## src/sv/banked_tile_ram_attribute_decoder_top_assert.svh

```systemverilog
// ----------------------------------------------------------------------------
// Assertion macros for the banked tile RAM attribute decoder
// Each macro places one labeled concurrent assertion that is clocked on clk
// and disabled while arst_n is low.
// ----------------------------------------------------------------------------
`ifndef BANKED_TILE_RAM_ATTRIBUTE_DECODER_TOP_ASSERT_SVH
`define BANKED_TILE_RAM_ATTRIBUTE_DECODER_TOP_ASSERT_SVH

// The consequent must hold in the same cycle as the antecedent.
`define BTRAD_ASSERT_SAME(lbl, ante, cons, msg) \
	lbl: assert property (@(posedge clk) disable iff (!arst_n) (ante) |-> (cons)) \
		else $error(msg);

// The consequent must hold in the cycle after the antecedent.
`define BTRAD_ASSERT_NEXT(lbl, ante, cons, msg) \
	lbl: assert property (@(posedge clk) disable iff (!arst_n) (ante) |=> (cons)) \
		else $error(msg);

`endif

```

## src/sv/btrad_pkg.sv

```systemverilog
// ----------------------------------------------------------------------------
// Banked tile RAM attribute decoder package
// Request codes, field widths and the types shared by the top level and the
// attribute decoder.
// ----------------------------------------------------------------------------
package btrad_pkg;

	localparam int OpWidth    = 3;
	localparam int AddrWidth  = 11;
	localparam int ByteWidth  = 8;
	localparam int TileWidth  = 10;
	localparam int CodeWidth  = 7;
	localparam int ColorWidth = 3;
	localparam int RamAddrWidth = AddrWidth + 1;
	localparam int RamDepth   = 1 << RamAddrWidth;

	localparam int InWidth  = 40;
	localparam int OutWidth = 32;

	localparam logic [OpWidth-1:0] OP_CPU_READ   = 3'd0;
	localparam logic [OpWidth-1:0] OP_CPU_WRITE  = 3'd1;
	localparam logic [OpWidth-1:0] OP_BANK_WRITE = 3'd2;
	localparam logic [OpWidth-1:0] OP_SCROLL_WR  = 3'd3;
	localparam logic [OpWidth-1:0] OP_TILE_FETCH = 3'd4;

	localparam logic [ColorWidth-1:0] BG_FORCED_COLOR = 3'd6;
	localparam logic [ColorWidth-1:0] FG_FORCED_COLOR = 3'd7;
	localparam logic [4:0] FG_OPAQUE_COLS = 5'd3;

	typedef struct packed {
		logic [OpWidth-1:0]   op;
		logic [TileWidth-1:0] tile_pos;
		logic                 layer;
	} req_info_t;

	typedef struct packed {
		logic [ByteWidth-1:0]  read_data;
		logic [CodeWidth-1:0]  char_code;
		logic [ColorWidth-1:0] colour;
		logic                  opaque;
		logic [ByteWidth-1:0]  scroll_x;
	} result_t;

endpackage

```

## src/sv/btrad_attr_dec.sv

```systemverilog
// ----------------------------------------------------------------------------
// Tile attribute decoder
// Turns the byte read from video RAM into the result of a request: the CPU
// read byte, or the character code, color and opaque flag of a tile fetch, plus the scroll.
// ----------------------------------------------------------------------------
module btrad_attr_dec (
	input  btrad_pkg::req_info_t             info,
	input  logic [btrad_pkg::ByteWidth-1:0]  ram_byte,
	input  logic [btrad_pkg::ByteWidth-1:0]  scroll,
	output btrad_pkg::result_t               result
);
	import btrad_pkg::*;

	logic [TileWidth-1:0]  ti;
	logic                  bg_low;
	logic [ColorWidth-1:0] bg_color;
	logic [ColorWidth-1:0] fg_color;

	assign ti = info.tile_pos;

	always_comb begin
		bg_low = !ti[2] || (!ti[8] && ti[7:6] == 2'b10) || (ti[8] && ti[7:6] != 2'b00);
		bg_color = {1'b0, ti[2], bg_low};
		fg_color = {~ti[2], ti[2:1]};
	end

	always_comb begin
		result = '0;
		result.scroll_x = scroll;
		case (info.op)
			OP_CPU_READ: begin
				result.read_data = ram_byte;
			end
			OP_TILE_FETCH: begin
				result.char_code = ram_byte[CodeWidth-1:0];
				if (!info.layer) begin
					result.colour = ram_byte[ByteWidth-1] ? BG_FORCED_COLOR : bg_color;
					result.opaque = 1'b1;
				end else begin
					result.colour = ram_byte[ByteWidth-1] ? FG_FORCED_COLOR : fg_color;
					result.opaque = (ti[4:0] < FG_OPAQUE_COLS);
				end
			end
			default: begin
				result.read_data = '0;
			end
		endcase
	end

endmodule

```

## config.mk

```make
export PLATFORM = sky130hd
export DESIGN_NAME = btrad_attr_dec
export DESIGN_NICKNAME = d
export VERILOG_FILES = /design/src/sv/banked_tile_ram_attribute_decoder_top_assert.svh /design/src/sv/btrad_pkg.sv /design/src/sv/btrad_attr_dec.sv
export SDC_FILE = /design/constraint.sdc
export NUM_CORES = 1
export LEC_CHECK = 0
export CELL_PAD_IN_SITES_DETAIL_PLACEMENT = 0
export CELL_PAD_IN_SITES_GLOBAL_PLACEMENT = 1
export CORE_AREA = 8 8 45 47
export DETAILED_ROUTE_END_ITERATION = 8
export DIE_AREA = 0 0 53 55
export DONT_BUFFER_PORTS = 1
export GPL_TIMING_DRIVEN = 0
export PLACE_DENSITY = 0.6
export SYNTH_ARGS = -nofsm -noshare
export SYNTH_HDL_FRONTEND = slang
export SYNTH_SLANG_ARGS = --single-unit
```

## constraint.sdc

```tcl
create_clock -name vclk -period 0.8
set_clock_uncertainty 0.05 [all_clocks]
set_input_delay 0.12 -clock vclk [all_inputs]
set_output_delay 0.12 -clock vclk [all_outputs]
set_load 0.05 [all_outputs]
```

==> run_summary.xml <==
<?xml version="1.0" encoding="UTF-8"?>
<metrics>
  <group name="timing">
    <metric name="rsz0062_at_grt" unit="">true</metric>
    <metric name="timing_hold_violations_final" unit="">0</metric>
    <metric name="drv_slew" unit="">0</metric>
    <metric name="tns" unit="ps">-1430</metric>
    <metric name="relSlewSlack" unit="">0.745</metric>
    <metric name="final-setup-viol-count" unit="">19</metric>
    <metric name="holdWs" unit="ps">293</metric>
    <metric name="final.setup.worst_slack" unit="ps">-270</metric>
    <metric name="final.min_clock_period" unit="ps">1070</metric>
    <metric name="timing_worst_slew_pin_value" unit="ps">382</metric>
    <metric name="timing.fmax" unit="GHz">0.935</metric>
    <metric name="final_min_period_over_clock_period" unit="">1.34</metric>
  </group>
  <group name="critical_path">
    <metric name="worstSetupPathType" unit="">input port to output port</metric>
    <metric name="cp_data_required_time" unit="ps">630</metric>
    <metric name="worst-path-max-fanout" unit="">1</metric>
    <metric name="cp_num_buf_inv" unit="">0</metric>
    <metric name="path_cells" unit="">a2111o_1, a21oi_4</metric>
    <metric name="critical_path.max_stage_delay" unit="ps">420</metric>
    <metric name="path_delay_family" unit="">compound AO/OA/AOI/OAI gates</metric>
    <metric name="cp_slowest_cell" unit="">sky130_fd_sc_hd__a2111o_1</metric>
    <metric name="crit_path_capture_type" unit="">output port</metric>
    <metric name="cp-start-kind" unit="">input port</metric>
    <metric name="cp.arrival" unit="ps">900</metric>
  </group>
  <group name="die">
    <metric name="initial_core_util" unit="">0.180</metric>
    <metric name="dieWidth" unit="um">53</metric>
    <metric name="placementRows" unit="">14</metric>
    <metric name="coreArea" unit="um2">1380</metric>
    <metric name="ports" unit="">57</metric>
    <metric name="die_height" unit="um">55</metric>
    <metric name="die_area" unit="um2">2920</metric>
  </group>
  <group name="yosys">
    <metric name="syn-instance-count" unit="">37</metric>
    <metric name="synth_sequential_area_ratio" unit="">0</metric>
    <metric name="synth.top_cells.by_area" unit="">sky130_fd_sc_hd__buf_4 24%, sky130_fd_sc_hd__and2_1 20%, sky130_fd_sc_hd__and3_1 18%</metric>
    <metric name="synth.cell_area" unit="um2">249</metric>
    <metric name="syn_avg_cell_area" unit="um2">6.73</metric>
    <metric name="synth.top_cell.area_share" unit="">0.241</metric>
    <metric name="synthDistinctLibCells" unit="">14</metric>
    <metric name="syn_nets" unit="">67</metric>
    <metric name="synthDominantAreaCellType" unit="">sky130_fd_sc_hd__buf_4</metric>
    <metric name="synthesis.yosys.warnings" unit="">0</metric>
  </group>
  <group name="finish">
    <metric name="flow.area_growth_from_synthesis" unit="%">66.8</metric>
    <metric name="layout.clock_buffers" unit="">0</metric>
    <metric name="finish.net_count" unit="">73</metric>
    <metric name="final_layout_size_suffix_gt1_frac" unit="">0.829</metric>
    <metric name="design_area" unit="um2">415</metric>
    <metric name="final_instance_count_excl_fillers" unit="">57</metric>
    <metric name="insertedDiodeCount" unit="">0</metric>
    <metric name="register_area" unit="um2">0</metric>
    <metric name="ffs_latches" unit="">0</metric>
  </group>
  <group name="global_routing">
    <metric name="track_usage" unit="">0.0600</metric>
    <metric name="maximum_number_of_pins_on_one_net_before_global_route_repair" unit="">10</metric>
    <metric name="grt.overflow.total" unit="">0</metric>
    <metric name="antenna_violations_before_repair" unit="">0</metric>
    <metric name="grt_pass1_wl" unit="um">1440</metric>
    <metric name="grt_pass1_vias" unit="">283</metric>
  </group>
  <group name="route">
    <metric name="vias" unit="">283</metric>
    <metric name="firstDrtPassIters" unit="">1</metric>
    <metric name="ant_nets" unit="">0</metric>
    <metric name="route.final.wire_length" unit="um">1100</metric>
    <metric name="drt-initial-drc-count" unit="">0</metric>
    <metric name="drc" unit="">0</metric>
    <metric name="detail_route.wl_per_cell" unit="um">19.3</metric>
    <metric name="avgViaCountPerCell" unit="">4.96</metric>
  </group>
  <group name="placed_design">
    <metric name="dpl-instance-area" unit="um2">370</metric>
    <metric name="routabilityCongestion" unit="">0.598</metric>
    <metric name="placement.io_buffers" unit="">0</metric>
    <metric name="place.detailed.hpwl" unit="um">938</metric>
    <metric name="place_inst" unit="">53</metric>
  </group>
  <group name="run">
    <metric name="max-cap-violations" unit="">0</metric>
  </group>
  <group name="outcome">
    <metric name="failed_checks" unit="">negative setup slack</metric>
    <metric name="status" unit="">finished with violations</metric>
  </group>
  <group name="clock_network">
    <metric name="cts-hold-fix-buffers" unit="">0</metric>
  </group>
  <group name="power">
    <metric name="power_density" unit="nW/um2">758</metric>
    <metric name="total_leakage_power" unit="uW">0.000173</metric>
    <metric name="vdd_drop_max" unit="V">0.000169</metric>
  </group>
  <group name="min_path">
    <metric name="timing.hold.worst.class" unit="">input port to output port</metric>
  </group>
</metrics>
per-layer routing:
| layer | track usage | share of wire | vias up | wire length, um |
|---|---|---|---|---|
| met2 | 0.115 | 0.56 | 24 | 615 |
| met1 | 0.0665 | 0.26 | 131 | 284 |
| met4 | 0 | 0 | 0 | 0 |
| met3 | 0.0187 | 0.18 | 0 | 198 |
| met5 | 0 | 0 | - | 0 |
| li1 | - | - | 128 | - |
where the power goes:
group,internal (uW),switching [uW],total (uW)
registers,0,0,0
clock network,0,0,0
logic,92.5,222,315
cells in the final DEF (no fill, tap or decap):
master                     n
sky130_fd_sc_hd__a2111o_1  1
sky130_fd_sc_hd__inv_1     1
sky130_fd_sc_hd__a21oi_4   2
sky130_fd_sc_hd__and3_4    7
sky130_fd_sc_hd__nor3_4    1
sky130_fd_sc_hd__mux2i_1   1
sky130_fd_sc_hd__and2_4    8
sky130_fd_sc_hd__o21ai_0   1
sky130_fd_sc_hd__a21oi_1   1
sky130_fd_sc_hd__a211o_1   1
sky130_fd_sc_hd__nor2_1    1
sky130_fd_sc_hd__nor2_4    3
sky130_fd_sc_hd__nand2_4   1
sky130_fd_sc_hd__buf_4     8
sky130_fd_sc_hd__buf_6     4
cell families after synthesis:
logic type | count (synthesis) | synth area share
AND/OR/NAND/NOR | 21 | 0.528
buffers and inverters | 9 | 0.256
AO/OA/AOI/OAI | 6 | 0.176
multiplexers | 1 | 0.0402
worst paths after layout:
kind    start   endpoint  slack (ps)  cells past startpoint
max   info[1]  result[8]        -270                      2
min   info[0]  result[8]         290                      1
what timing repair did:
action / 4_1_cts / 5_1_grt
pin swaps: 19 / 2
setup buffers: 4 / 0
setup endpoints to repair: 19 / 19
gates resized for setup: 4 / 0
area by class of cell:
type	count	area, um2
Fill cell	158	968
Buffer	8	60.1
Tap cell	16	20.0
Inverter	1	3.75
Timing Repair Buffer	4	45.0
Multi-Input combinational cell	28	287
stage by stage:
stage                      util  total power, uW  setup WS [ps]
after floorplan               -              284           -258
after global placement    0.268              298           -273
after detailed placement  0.268              299           -274
after CTS                 0.300              319           -275
after global routing      0.300              327           -287
final                     0.300              315           -270
Yosys cell counts, drive strengths merged:
library cell,count
o21ai,1
and3,7
buf,8
a21oi,3
nand2,1
mux2i,1
a211o,1
nor2,4
nor3,1
a2111o,1
and2,8
inv,1
Power figures use the tool's default switching activity.
